[src/rtl/core/assert_macros.svh]
// Assertion macros shared by the RTL. Define ASSERT_OFF to compile them out.
`ifndef ASSERT_MACROS_SVH
`define ASSERT_MACROS_SVH

`ifndef ASSERT_OFF

// The consequent must hold in the same cycle as the antecedent.
`define ASSERT_IMPLY(label, clk, rst, ante, cons) \
   label: assert property (@(posedge clk) disable iff (rst) (ante) |-> (cons)) \
      else $error("assertion failed");

// The consequent must hold in the cycle after the antecedent.
`define ASSERT_NEXT(label, clk, rst, ante, cons) \
   label: assert property (@(posedge clk) disable iff (rst) (ante) |=> (cons)) \
      else $error("assertion failed");

`else

`define ASSERT_IMPLY(label, clk, rst, ante, cons)
`define ASSERT_NEXT(label, clk, rst, ante, cons)

`endif

`endif

[src/rtl/core/rvdec_pkg.sv]
`default_nettype none

package rvdec_pkg;

   localparam logic [6:0] OP_LOAD     = 7'h03;
   localparam logic [6:0] OP_MISC_MEM = 7'h0F;
   localparam logic [6:0] OP_IMM      = 7'h13;
   localparam logic [6:0] OP_AUIPC    = 7'h17;
   localparam logic [6:0] OP_STORE    = 7'h23;
   localparam logic [6:0] OP_REG      = 7'h33;
   localparam logic [6:0] OP_LUI      = 7'h37;
   localparam logic [6:0] OP_BRANCH   = 7'h63;
   localparam logic [6:0] OP_JALR     = 7'h67;
   localparam logic [6:0] OP_JAL      = 7'h6F;
   localparam logic [6:0] OP_SYSTEM   = 7'h73;

   localparam logic [31:0] WORD_ECALL  = 32'h0000_0073;
   localparam logic [31:0] WORD_EBREAK = 32'h0010_0073;

   localparam logic [2:0] F3_ADD_SUB     = 3'd0;
   localparam logic [2:0] F3_SHIFT_RIGHT = 3'd5;
   localparam logic [2:0] F3_PRIV        = 3'd0;

   localparam logic [2:0] FMT_R       = 3'd0;
   localparam logic [2:0] FMT_I       = 3'd1;
   localparam logic [2:0] FMT_S       = 3'd2;
   localparam logic [2:0] FMT_B       = 3'd3;
   localparam logic [2:0] FMT_U       = 3'd4;
   localparam logic [2:0] FMT_J       = 3'd5;
   localparam logic [2:0] FMT_UNKNOWN = 3'd6;

   localparam logic [5:0] INSN_NONE    = 6'd0;
   localparam logic [5:0] INSN_LB      = 6'd1;
   localparam logic [5:0] INSN_LH      = 6'd2;
   localparam logic [5:0] INSN_LW      = 6'd3;
   localparam logic [5:0] INSN_LBU     = 6'd4;
   localparam logic [5:0] INSN_LHU     = 6'd5;
   localparam logic [5:0] INSN_FENCE   = 6'd6;
   localparam logic [5:0] INSN_FENCE_I = 6'd7;
   localparam logic [5:0] INSN_ADDI    = 6'd8;
   localparam logic [5:0] INSN_SLLI    = 6'd9;
   localparam logic [5:0] INSN_SLTI    = 6'd10;
   localparam logic [5:0] INSN_SLTIU   = 6'd11;
   localparam logic [5:0] INSN_XORI    = 6'd12;
   localparam logic [5:0] INSN_SRLI    = 6'd13;
   localparam logic [5:0] INSN_SRAI    = 6'd14;
   localparam logic [5:0] INSN_ORI     = 6'd15;
   localparam logic [5:0] INSN_ANDI    = 6'd16;
   localparam logic [5:0] INSN_AUIPC   = 6'd17;
   localparam logic [5:0] INSN_SB      = 6'd18;
   localparam logic [5:0] INSN_SH      = 6'd19;
   localparam logic [5:0] INSN_SW      = 6'd20;
   localparam logic [5:0] INSN_ADD     = 6'd21;
   localparam logic [5:0] INSN_SUB     = 6'd22;
   localparam logic [5:0] INSN_SLL     = 6'd23;
   localparam logic [5:0] INSN_SLT     = 6'd24;
   localparam logic [5:0] INSN_SLTU    = 6'd25;
   localparam logic [5:0] INSN_XOR     = 6'd26;
   localparam logic [5:0] INSN_SRL     = 6'd27;
   localparam logic [5:0] INSN_SRA     = 6'd28;
   localparam logic [5:0] INSN_OR      = 6'd29;
   localparam logic [5:0] INSN_AND     = 6'd30;
   localparam logic [5:0] INSN_LUI     = 6'd31;
   localparam logic [5:0] INSN_BEQ     = 6'd32;
   localparam logic [5:0] INSN_BNE     = 6'd33;
   localparam logic [5:0] INSN_BLT     = 6'd34;
   localparam logic [5:0] INSN_BGE     = 6'd35;
   localparam logic [5:0] INSN_BLTU    = 6'd36;
   localparam logic [5:0] INSN_BGEU    = 6'd37;
   localparam logic [5:0] INSN_JALR    = 6'd38;
   localparam logic [5:0] INSN_JAL     = 6'd39;
   localparam logic [5:0] INSN_ECALL   = 6'd40;
   localparam logic [5:0] INSN_EBREAK  = 6'd41;
   localparam logic [5:0] INSN_CSRRW   = 6'd42;
   localparam logic [5:0] INSN_CSRRS   = 6'd43;
   localparam logic [5:0] INSN_CSRRC   = 6'd44;
   localparam logic [5:0] INSN_CSRRWI  = 6'd45;
   localparam logic [5:0] INSN_CSRRSI  = 6'd46;
   localparam logic [5:0] INSN_CSRRCI  = 6'd47;

   // Instruction numbers by funct3 for each major opcode that funct3 divides.
   localparam logic [5:0] LOAD_NUM [8] = '{INSN_LB, INSN_LH, INSN_LW, INSN_NONE,
                                           INSN_LBU, INSN_LHU, INSN_NONE, INSN_NONE};
   localparam logic [5:0] MISC_NUM [8] = '{INSN_FENCE, INSN_FENCE_I, INSN_NONE, INSN_NONE,
                                           INSN_NONE, INSN_NONE, INSN_NONE, INSN_NONE};
   localparam logic [5:0] IMM_NUM [8] = '{INSN_ADDI, INSN_SLLI, INSN_SLTI, INSN_SLTIU,
                                          INSN_XORI, INSN_SRLI, INSN_ORI, INSN_ANDI};
   localparam logic [5:0] STORE_NUM [8] = '{INSN_SB, INSN_SH, INSN_SW, INSN_NONE,
                                            INSN_NONE, INSN_NONE, INSN_NONE, INSN_NONE};
   localparam logic [5:0] REG_NUM [8] = '{INSN_ADD, INSN_SLL, INSN_SLT, INSN_SLTU,
                                          INSN_XOR, INSN_SRL, INSN_OR, INSN_AND};
   localparam logic [5:0] BRANCH_NUM [8] = '{INSN_BEQ, INSN_BNE, INSN_NONE, INSN_NONE,
                                             INSN_BLT, INSN_BGE, INSN_BLTU, INSN_BGEU};
   localparam logic [5:0] SYS_NUM [8] = '{INSN_NONE, INSN_CSRRW, INSN_CSRRS, INSN_CSRRC,
                                          INSN_NONE, INSN_CSRRWI, INSN_CSRRSI, INSN_CSRRCI};

   typedef struct packed {
      logic [5:0]         number;
      logic [2:0]         fmt;
      logic [6:0]         opcode;
      logic [2:0]         funct3;
      logic [6:0]         funct7;
      logic [4:0]         rd;
      logic [4:0]         rs1;
      logic [4:0]         rs2;
      logic signed [31:0] imm;
      logic [11:0]        csr;
   } dec_result_type;

endpackage

`default_nettype wire

[src/rtl/core/rvdec_decode.sv]
`default_nettype none

module rvdec_decode
   import rvdec_pkg::*;
(
   input  wire logic [31:0]    word,
   output dec_result_type      result
);

   logic [6:0] op;
   logic [2:0] f3;
   logic [6:0] f7;
   logic [5:0] num;
   logic [2:0] fmt;

   assign op = word[6:0];
   assign f3 = word[14:12];
   assign f7 = word[31:25];

   always_comb begin
      num = INSN_NONE;
      fmt = FMT_UNKNOWN;
      unique case (op)
         OP_LOAD: begin
            num = LOAD_NUM[f3];
            fmt = FMT_I;
         end
         OP_MISC_MEM: begin
            num = MISC_NUM[f3];
            fmt = FMT_I;
         end
         OP_IMM: begin
            num = IMM_NUM[f3];
            if (f3 == F3_SHIFT_RIGHT && f7 != '0) begin
               num = INSN_SRAI;
            end
            fmt = FMT_I;
         end
         OP_AUIPC: begin
            num = INSN_AUIPC;
            fmt = FMT_U;
         end
         OP_STORE: begin
            num = STORE_NUM[f3];
            fmt = FMT_S;
         end
         OP_REG: begin
            num = REG_NUM[f3];
            if (f3 == F3_ADD_SUB && f7 != '0) begin
               num = INSN_SUB;
            end else if (f3 == F3_SHIFT_RIGHT && f7 != '0) begin
               num = INSN_SRA;
            end
            fmt = FMT_R;
         end
         OP_LUI: begin
            num = INSN_LUI;
            fmt = FMT_U;
         end
         OP_BRANCH: begin
            num = BRANCH_NUM[f3];
            fmt = FMT_B;
         end
         OP_JALR: begin
            num = INSN_JALR;
            fmt = FMT_I;
         end
         OP_JAL: begin
            num = INSN_JAL;
            fmt = FMT_J;
         end
         OP_SYSTEM: begin
            if (f3 == F3_PRIV) begin
               if (word == WORD_ECALL) begin
                  num = INSN_ECALL;
               end else if (word == WORD_EBREAK) begin
                  num = INSN_EBREAK;
               end
            end else begin
               num = SYS_NUM[f3];
            end
            fmt = FMT_I;
         end
         default: begin
            num = INSN_NONE;
         end
      endcase
   end

   always_comb begin
      result.number = num;
      result.fmt    = (num == INSN_NONE) ? FMT_UNKNOWN : fmt;
      result.opcode = op;
      result.funct3 = f3;
      result.funct7 = f7;
      result.rd     = word[11:7];
      result.rs1    = word[19:15];
      result.rs2    = word[24:20];
      result.imm    = '0;
      result.csr    = '0;
      if (num != INSN_NONE) begin
         unique case (fmt)
            FMT_I: begin
               if (op == OP_SYSTEM) begin
                  result.csr = word[31:20];
                  result.imm = {27'b0, word[19:15]};
               end else begin
                  result.imm = {{20{word[31]}}, word[31:20]};
               end
            end
            FMT_S: begin
               result.imm = {{20{word[31]}}, word[31:25], word[11:7]};
            end
            FMT_B: begin
               result.imm = {{19{word[31]}}, word[31], word[7], word[30:25],
                             word[11:8], 1'b0};
            end
            FMT_U: begin
               result.imm = {word[31:12], 12'b0};
            end
            FMT_J: begin
               result.imm = {{11{word[31]}}, word[31], word[19:12], word[20],
                             word[30:21], 1'b0};
            end
            default: begin
               result.imm = '0;
            end
         endcase
      end
   end

endmodule

`default_nettype wire

[src/rtl/core/rv32i_instruction_decoder.sv]
// RV32I instruction decoder.
// The request channel (req_valid, req_stall, req_instruction_word) takes one
// 32-bit instruction word per transfer. The response channel (rsp_valid,
// rsp_stall, rsp_*) returns exactly one decoded result per accepted word, in
// order: the instruction number, format kind, raw bit fields, the
// sign-extended immediate and the CSR address for SYSTEM instructions.
// A word is captured in an input register, decoded by combinational logic
// and captured in the result register, from which the result is presented
// to the receiver and can be transferred when rsp_stall is low.
// With rsp_stall low the block accepts a word every cycle; the rate is one
// word per cycle, set by the two-stage register pipe.
// When the receiver stalls, the result register holds its contents and the
// input register still takes one more word; req_stall rises only when both
// registers are full and the result cannot move. Synchronous reset empties
// both stages; no result is presented until a new word is transferred.
`default_nettype none
`include "assert_macros.svh"

module rv32i_instruction_decoder
   import rvdec_pkg::*;
(
   input  wire logic               clock,
   input  wire logic               reset,
   input  wire logic               req_valid,
   output logic                    req_stall,
   input  wire logic [31:0]        req_instruction_word,
   output logic                    rsp_valid,
   input  wire logic               rsp_stall,
   output logic [5:0]              rsp_instruction_number,
   output logic [2:0]              rsp_format_kind,
   output logic [6:0]              rsp_major_opcode,
   output logic [2:0]              rsp_minor_function,
   output logic [6:0]              rsp_upper_function,
   output logic [4:0]              rsp_dest_register,
   output logic [4:0]              rsp_source_register_a,
   output logic [4:0]              rsp_source_register_b,
   output logic signed [31:0]      rsp_immediate_value,
   output logic [11:0]             rsp_csr_address
);

   logic           word_valid_ff;
   logic           word_valid_in;
   logic [31:0]    word_ff;
   logic           rsp_valid_ff;
   logic           rsp_valid_in;
   dec_result_type rsp_ff;
   dec_result_type decoded;
   logic           rsp_load;
   logic           word_load;

   rvdec_decode u_decode (
      .word   (word_ff),
      .result (decoded)
   );

   assign rsp_load      = !rsp_valid_ff || !rsp_stall;
   assign word_load     = !word_valid_ff || rsp_load;
   assign req_stall     = !word_load;
   assign word_valid_in = word_load ? req_valid : word_valid_ff;
   assign rsp_valid_in  = rsp_load ? word_valid_ff : rsp_valid_ff;

   always_ff @(posedge clock) begin
      if (reset) begin
         word_valid_ff <= 1'b0;
         rsp_valid_ff  <= 1'b0;
      end else begin
         word_valid_ff <= word_valid_in;
         rsp_valid_ff  <= rsp_valid_in;
      end
   end

   always_ff @(posedge clock) begin
      if (word_load && req_valid) begin
         word_ff <= req_instruction_word;
      end
      if (rsp_load && word_valid_ff) begin
         rsp_ff <= decoded;
      end
   end

   assign rsp_valid              = rsp_valid_ff;
   assign rsp_instruction_number = rsp_ff.number;
   assign rsp_format_kind        = rsp_ff.fmt;
   assign rsp_major_opcode       = rsp_ff.opcode;
   assign rsp_minor_function     = rsp_ff.funct3;
   assign rsp_upper_function     = rsp_ff.funct7;
   assign rsp_dest_register      = rsp_ff.rd;
   assign rsp_source_register_a  = rsp_ff.rs1;
   assign rsp_source_register_b  = rsp_ff.rs2;
   assign rsp_immediate_value    = rsp_ff.imm;
   assign rsp_csr_address        = rsp_ff.csr;

   `ASSERT_NEXT(a_req_fills_word, clock, reset, req_valid && !req_stall, word_valid_ff)
   `ASSERT_NEXT(a_word_moves_out, clock, reset, word_valid_ff && rsp_load, rsp_valid_ff)
   `ASSERT_IMPLY(a_unknown_clean, clock, reset,
      rsp_valid_ff && rsp_ff.number == INSN_NONE,
      rsp_ff.fmt == FMT_UNKNOWN && rsp_ff.imm == '0 && rsp_ff.csr == '0)
   `ASSERT_IMPLY(a_csr_only_system, clock, reset,
      rsp_valid_ff && rsp_ff.csr != '0, rsp_ff.opcode == OP_SYSTEM)

endmodule

`default_nettype wire

[config.mk]
export PLATFORM = sky130hd
export DESIGN_NAME = rv32i_instruction_decoder
export DESIGN_NICKNAME = d
export VERILOG_FILES = /design/src/rtl/core/rvdec_pkg.sv /design/src/rtl/core/rvdec_decode.sv /design/src/rtl/core/rv32i_instruction_decoder.sv
export VERILOG_INCLUDE_DIRS = /design/src /design/src/rtl/core
export SDC_FILE = /design/constraint.sdc
export NUM_CORES = 1
export LEC_CHECK = 0
export BUFFER_PORTS_ARGS = -buffer_cell sky130_fd_sc_hd__buf_2
export CORE_ASPECT_RATIO = 2
export CORE_MARGIN = 3
export CORE_UTILIZATION = 30
export CTS_BUF_LIST = sky130_fd_sc_hd__clkbuf_16
export DETAILED_ROUTE_END_ITERATION = 8
export HOLD_SLACK_MARGIN = 0.1
export SKIP_LAST_GASP = 1
export SLEW_MARGIN = 20
export SYNTH_ARGS = -nofsm -noshare
export SYNTH_HDL_FRONTEND = slang
export SYNTH_SLANG_ARGS = --single-unit
[constraint.sdc]
create_clock -name clock -period 9.2 [get_ports clock]
set_input_delay 1.84 -clock clock [delete_from_list [all_inputs] [get_ports clock]]
set_output_delay 1.84 -clock clock [all_outputs]
set_load 0.1 [all_outputs]
==> flow_metrics.py, run 1 <==
metrics = {
    "status": {
        "status": "finished, final reports clean",
    },
    "grt": {
        "grt_pass1_wl_um": 23800,
        "grt_antenna_before_repair": 1,
        "grt_pass1_vias": 4055,
        "gr-total-overflow": 0,
        "grt_start_max_net_pins": 76,
        "grt_usage": 0.163,
    },
    "sta": {
        "period_needed_ps": 4510,
        "fin_skew_ps": 11.2,
        "drv_slew": 0,
        "max_freq_ghz": 0.222,
        "setup_tns_ps": 0,
        "setup_viol": 0,
        "maxSlewHeadroom": 0.330,
        "worst_pin_slew_ps": 1000,
        "finalCritPeriodShare": 0.491,
        "hold_viol_final": 0,
        "rsz0062_at_grt": "false",
    },
    "synthesis": {
        "async_flop_share": 0,
        "syn_avg_cell_area_um2": 13.5,
        "synth_seq_area_share": 0.657,
        "syn-instance-count": 401,
        "ys_warn_count": 0,
        "synth-edff-count": 117,
        "ys_ff_latch": 119,
        "syn-cell-area_um2": 5410,
        "syn-num-nets": 448,
        "ys_types": 65,
        "synthFlopType": "edfxtp_1",
    },
    "floorplan": {
        "initial_core_util": 0.310,
        "coreArea_um2": 17400,
        "chipHeight_um": 196,
        "fp.dieW_um": 101,
        "die-area_um2": 19800,
        "ios": 123,
        "rows": 68,
    },
    "power_and_ir_drop": {
        "p_leak_uw": 0.00237,
        "p_per_area_nw_per_um2": 227,
        "peakVddDrop_v": 0.000135,
    },
    "clocking": {
        "cts_buffer_depth": 2,
        "cts_buffers": 17,
        "path_clk_slew_ps": 60,
        "cts_tree": "built",
        "clock-root-buffer": "clkbuf_16",
        "cts_sinks": 119,
        "cts_setup_buffers": 0,
        "cts_hold_buf": 0,
        "htree_levels": 4,
        "clock_latency_ps": 420,
        "cts-resized-gates": 0,
    },
    "setup_path": {
        "crit_fanout": 3,
        "worst-endpoint-arrival_ps": 2670,
        "setup.worst_path.start_class": "primary input",
        "end_kind": "output pin",
        "r2r_slack_ps": 5400,
        "crit_type": "primary input to output pin",
        "reg2reg_from": "word_ff[14]",
        "crit-reg2reg-capture": "rsp_csr_address[3]",
        "required_ps": 7360,
        "rr_worst_depth": 9,
    },
    "hold_path": {
        "hold_start": "word_valid_ff",
        "hp-class": "flip-flop to flip-flop",
        "holdPathStages": 2,
        "hold_end": "rsp_valid",
    },
    "cells_and_area": {
        "fin_area_um2": 6750,
        "drive_above_1_share": 0.320,
        "syn_to_final_growth_pct": 24.8,
        "nets": 565,
    },
    "detailed_routing": {
        "vias_per_cell": 5.40,
        "wirelength_um": 16000,
        "dr.first_iter.drc_count": 353,
        "antenna_left": 0,
        "firstDrtPassIters": 6,
        "drc_errors": 0,
        "vias": 4008,
        "drt-wirelength-per-cell_um": 21.6,
    },
    "job": {
        "maxCapViolations": 0,
    },
    "placed_design": {
        "io_buffers": 122,
        "gp_congestion": 0.902,
        "hpwl_um": 11700,
        "placed_area_um2": 6160,
    },
}
-- cell families (layout without fill, tap and decap cells) --
group / Yosys count / count (layout) / share of synthesized area
AND/OR/NAND/NOR: 104 / 104 / 0.111
adder cells (fa/ha/maj): 11 / 11 / 0.0254
other: 0 / 1 / 0
AO/OA/AOI/OAI: 128 / 128 / 0.164
flip-flops: 119 / 119 / 0.657
buffers and inverters: 39 / 169 / 0.0430
-- where the power goes --
group | switching (uW) | internal (uW)
Combinational | 185 | 34.2
Sequential | 26.2 | 627
Clock | 238 | 421
-- cells in the mapped netlist, drive strengths merged, types with 2 or more instances --
cell | instances | area (um^2)
dfxtp | 2 | 40.0
a21oi | 10 | 50.1
nand3b | 2 | 15.0
nor2b | 5 | 31.3
a22oi | 21 | 158
o21bai | 2 | 15.0
o22ai | 2 | 12.5
and3 | 3 | 18.8
nand2b | 9 | 63.8
nor3 | 8 | 45.0
a31oi | 47 | 294
clkbuf | 10 | 37.5
edfxtp | 117 | 3510
inv | 8 | 30.0
nor4bb | 2 | 20.0
a211oi | 3 | 27.5
o31ai | 2 | 15.0
nor4 | 6 | 73.8
or3 | 2 | 12.5
nor2 | 15 | 56.3
ha | 11 | 138
or2 | 3 | 18.8
o21ai | 13 | 68.8
nor3b | 2 | 15.0
buf | 21 | 165
o21a | 3 | 22.5
o211ai | 2 | 15.0
nand3 | 9 | 45.0
and2 | 2 | 12.5
a222oi | 4 | 40.0
a21boi | 3 | 22.5
nand4 | 2 | 12.5
nand2 | 28 | 105
a211o | 2 | 17.5
-- how the worst max path moves through the flow --
stage | from | to | slack [ps] | cells past startpoint
finish | rsp_stall | req_stall | 4690 | 3
global route | rsp_stall | req_stall | 4640 | 3
CTS | rsp_stall | req_stall | 4680 | 3
detailed placement | rsp_stall | req_stall | 4680 | 3
global placement | rsp_stall | req_stall | 4710 | 3
floorplan | rsp_stall | rsp_csr_address[0] | 530 | 1
-- per-layer routing --
metal	vias up	track usage	part of all wire
met3	34	0.0295	0.046
met5	-	0	0
met2	161	0.315	0.60
met1	1966	0.153	0.32
li1	1847	-	-
met4	0	0.0917	0.043
-- state kept, by name (all words and copies together) (netlist names) --
signal / cells
rsp_csr_address: 12
rsp_dest_register: 5
rsp_format_kind: 3
rsp_immediate_value: 32
rsp_instruction_number: 6
rsp_major_opcode: 7
rsp_minor_function: 3
rsp_source_register_a: 5
rsp_source_register_b: 5
rsp_upper_function: 7
rsp_valid: 1
word_ff: 32
word_valid_ff: 1
-- critical path: stages --
cell and delay [ps]:
buf_2 130, and3_1 240, buf_2 460
-- layout make-up --
class | count | area, um^2
timing repair buffer | 129 | 663
tap | 210 | 263
clock inverter | 15 | 163
fill | 1688 | 10700
antenna | 1 | 2.50
inverter | 8 | 30.0
clock buffer | 17 | 425
multi-input combinational | 243 | 1650
sequential | 119 | 3550
-- per-stage QoR --
step / total power [uW] / std cells / util / hold slack (ps) / setup slack [ps]
after detailed placement: 884 / 709 / 0.353 / 477 / 4680
after CTS: 1540 / 741 / 0.387 / 501 / 4680
after global routing: 1580 / 742 / 0.387 / 517 / 4640
after global placement: 882 / 709 / 0.353 / 471 / 4710
final: 1530 / 742 / 0.387 / 506 / 4690
after floorplan: 840 / 401 / - / 421 / 530
-- placed cells by master (no fill, tap or decap), drive strengths merged, types with 4 or more instances in the layout --
cell type and n:
nand2b 9, clkinv 6, ha 11, a31oi 47, clkbuf 17, edfxtp 117
nor2b 5, a21oi 10, o21ai 13, nor3 8, nor4 6, buf 129
nand3 9, a22oi 21, inv 11, a222oi 4, nand2 28, nor2 15
Power figures use the tool's default switching activity.
==> inputs of run 2 (changes only) <==
--- a/config.mk
+++ b/config.mk
@@ -6,6 +6,7 @@
 export SDC_FILE = /design/constraint.sdc
 export NUM_CORES = 1
 export LEC_CHECK = 0
+export ABC_AREA = 1
 export BUFFER_PORTS_ARGS = -buffer_cell sky130_fd_sc_hd__buf_2
 export CORE_ASPECT_RATIO = 2
 export CORE_MARGIN = 3
==> constraint.sdc (replaced) <==
create_clock -name clock -period 3.64 [get_ports clock]
set_input_delay 0.728 -clock clock [delete_from_list [all_inputs] [get_ports clock]]
set_output_delay 0.728 -clock clock [all_outputs]
set_load 0.1 [all_outputs]
==> run 2 against run 1 <==
Effect of this change: cell area down 1.4%; synthesized cell count up 12%; largest power group unchanged; critical endpoint is now rsp_immediate_value[22]; critical path depth up 8; clock-buffer cell count unchanged; combinational power up 100%; utilization up 0.58 points; critical path type is now flip-flop to flip-flop; die area down 3.2%; global-route usage down 0.85 points.
==> flow_metrics.py, run 2 <==
metrics = {
    "synthesis": {
        "synth_top_area_cell": "edfxtp_1",
        "synth_seq_area_share": 0.680,
        "synth-edff-count": 117,
        "ys_warn_count": 0,
        "yosys-top-cells-count": "edfxtp_1, nand2_1, nor2_1, inv_1, a21oi_1",
        "syn-instance-count": 449,
        "ys_ff_latch": 119,
        "synth_top_area_frac": 0.672,
        "async_flop_share": 0,
        "syn_avg_cell_area_um2": 11.6,
        "syn-cell-area_um2": 5230,
        "synth_most_common_cell": "edfxtp_1",
        "ys_types": 32,
        "synthFlopType": "edfxtp_1",
        "synthTopCellsByArea": "edfxtp_1, nand2_1, nor2_1, inv_1, nor2_2",
        "syn-num-nets": 496,
    },
    "sta": {
        "max_freq_ghz": 0.334,
        "finalCritPeriodShare": 0.822,
        "setup_tns_ps": 0,
        "fin_skew_ps": 10.9,
        "period_needed_ps": 2990,
        "drv_slew": 0,
        "hold_viol_final": 0,
        "maxSlewHeadroom": 0.468,
        "worst_pin_slew_ps": 795,
        "rsz0062_at_grt": "false",
        "setup_viol": 0,
        "fin_ws_ps": 648,
    },
    "power_and_ir_drop": {
        "p_leak_uw": 0.00290,
        "total_power_uw": 3740,
        "p_per_area_nw_per_um2": 562,
        "peakVddDrop_v": 0.000322,
    },
    "floorplan": {
        "initial_core_util": 0.309,
        "fp.dieW_um": 99.3,
        "rows": 67,
        "chipHeight_um": 193,
        "coreArea_um2": 16900,
        "die-area_um2": 19100,
        "ios": 123,
    },
    "setup_path": {
        "end_kind": "flip-flop",
        "required_ps": 3910,
        "cp_slowest_cell": "nor2_1",
        "crit_fanout": 11,
        "worst-endpoint-arrival_ps": 3260,
        "critical-path-top-delay-family": "simple AND/OR/NAND/NOR gates",
        "path_buf_inv": 2,
        "crit_chain": "inv_2, nand2_1, nor2_2, nand3_1, inv_2, nor3_4, nand2_2, nor2_2, nor2_1, a21oi_1, nor2_1",
        "crit_type": "flip-flop to flip-flop",
        "slowest_delay_ps": 620,
        "setup.worst_path.start_class": "flip-flop",
    },
    "clocking": {
        "cts_buffer_depth": 2,
        "htree_levels": 4,
        "clock-root-buffer": "clkbuf_16",
        "cts_setup_buffers": 0,
        "cts_sinks": 119,
        "cts_hold_buf": 0,
        "cts-resized-gates": 0,
        "path_clk_slew_ps": 50,
        "clock_latency_ps": 420,
        "cts_buffers": 17,
        "cts_tree": "built",
    },
    "status": {
        "status": "finished, final reports clean",
    },
    "detailed_routing": {
        "antenna_left": 0,
        "vias": 3671,
        "wirelength_um": 14300,
        "vias_per_cell": 4.57,
        "drt-wirelength-per-cell_um": 17.8,
        "firstDrtPassIters": 4,
        "dr.first_iter.drc_count": 139,
        "drc_errors": 0,
    },
    "placed_design": {
        "gp_congestion": 0.860,
        "placed_area_um2": 6060,
        "hpwl_um": 11200,
        "place_ws_ps": 628,
        "placed_cells": 773,
        "io_buffers": 122,
    },
    "cells_and_area": {
        "layout_commonest_cell": "buf_2",
        "nets": 632,
        "diodes": 0,
        "fin_area_um2": 6650,
        "finalNonFillerCells": 804,
        "final_cell_mix": "buf_2, edfxtp_1, nand2_1",
        "drive_above_1_share": 0.340,
        "fillers": 1664,
        "syn_to_final_growth_pct": 27.3,
    },
    "grt": {
        "grt_pass1_vias": 3762,
        "grt_antenna_before_repair": 0,
        "gr-total-overflow": 0,
        "grt_start_max_net_pins": 60,
        "grt_usage": 0.154,
        "grt_pass1_wl_um": 21100,
    },
    "job": {
        "maxCapViolations": 0,
    },
    "hold_path": {
        "hp-class": "flip-flop to flip-flop",
    },
}
run 2: cell count changes after synthesis, moves of 9 or more:
cell      delta
a21oi_1     +22
nor2_2      +26
a31oi_1     -47
clkbuf_1     -9
a22oi_1     -17
nand2_1     +42
nor2_1      +48
inv_1       +43
run 2: report_power, final:
part	internal [uW]	leakage (uW)	switching, uW	total (uW)
Clock	1120	0.000299	564	1680
Combinational	70.2	0.00142	375	445
Sequential	1570	0.00118	37.3	1610
run 2: cell type report:
| class | instances | area [um^2] | share of cell area |
|---|---|---|---|
| clock buffers | 17 | 425 | 0.0639 |
| clock inverters | 14 | 166 | 0.0250 |
| inverters | 57 | 219 | 0.0329 |
| multi-input cells | 264 | 1380 | 0.207 |
| flip-flops and latches | 119 | 3550 | 0.534 |
| well taps | 207 | 259 | 0.0389 |
| repair buffers | 126 | 653 | 0.0982 |
run 2: worst register-to-register path: stages (launching register included):
cell and delay, ps:
edfxtp_1 440, inv_2 110, nand2_1 60, nor2_2 490
nand3_1 380, inv_2 230, nor3_4 80, nand2_2 120
nor2_2 70, nor2_1 630, a21oi_1 110, nor2_1 140
run 2: cells by family after synthesis:
family | after synthesis | share of synthesized area
compound gates | 58 | 0.0627
fa+ha+maj | 11 | 0.0263
buf+inv | 66 | 0.0587
flops | 119 | 0.680
simple gates | 195 | 0.172
run 2: path summary, 6_finish.rpt:
path	from	end	slack (ps)	cells after the start
max	word_ff[2]	rsp_immediate_value[22]	650	11
min	word_ff[18]	rsp_source_register_a[3]	450	0
max reg2reg	word_ff[2]	rsp_immediate_value[22]	650	11
min reg2reg	word_ff[18]	rsp_source_register_a[3]	450	0
run 2: routing by layer:
| layer | part of all wire | vias up | GRT usage |
|---|---|---|---|
| met2 | 0.60 | 106 | 0.304 |
| met1 | 0.32 | 1739 | 0.133 |
| met5 | 0 | - | 0 |
| li1 | - | 1795 | - |
| met4 | 0.040 | 0 | 0.0936 |
| met3 | 0.039 | 31 | 0.0387 |
run 2: stage by stage:
stage               hold slack [ps]  utilization
floorplan                       426            -
global placement                438        0.358
detailed placement              435        0.358
CTS                             454        0.393
global route                    461        0.393
finish                          454        0.393
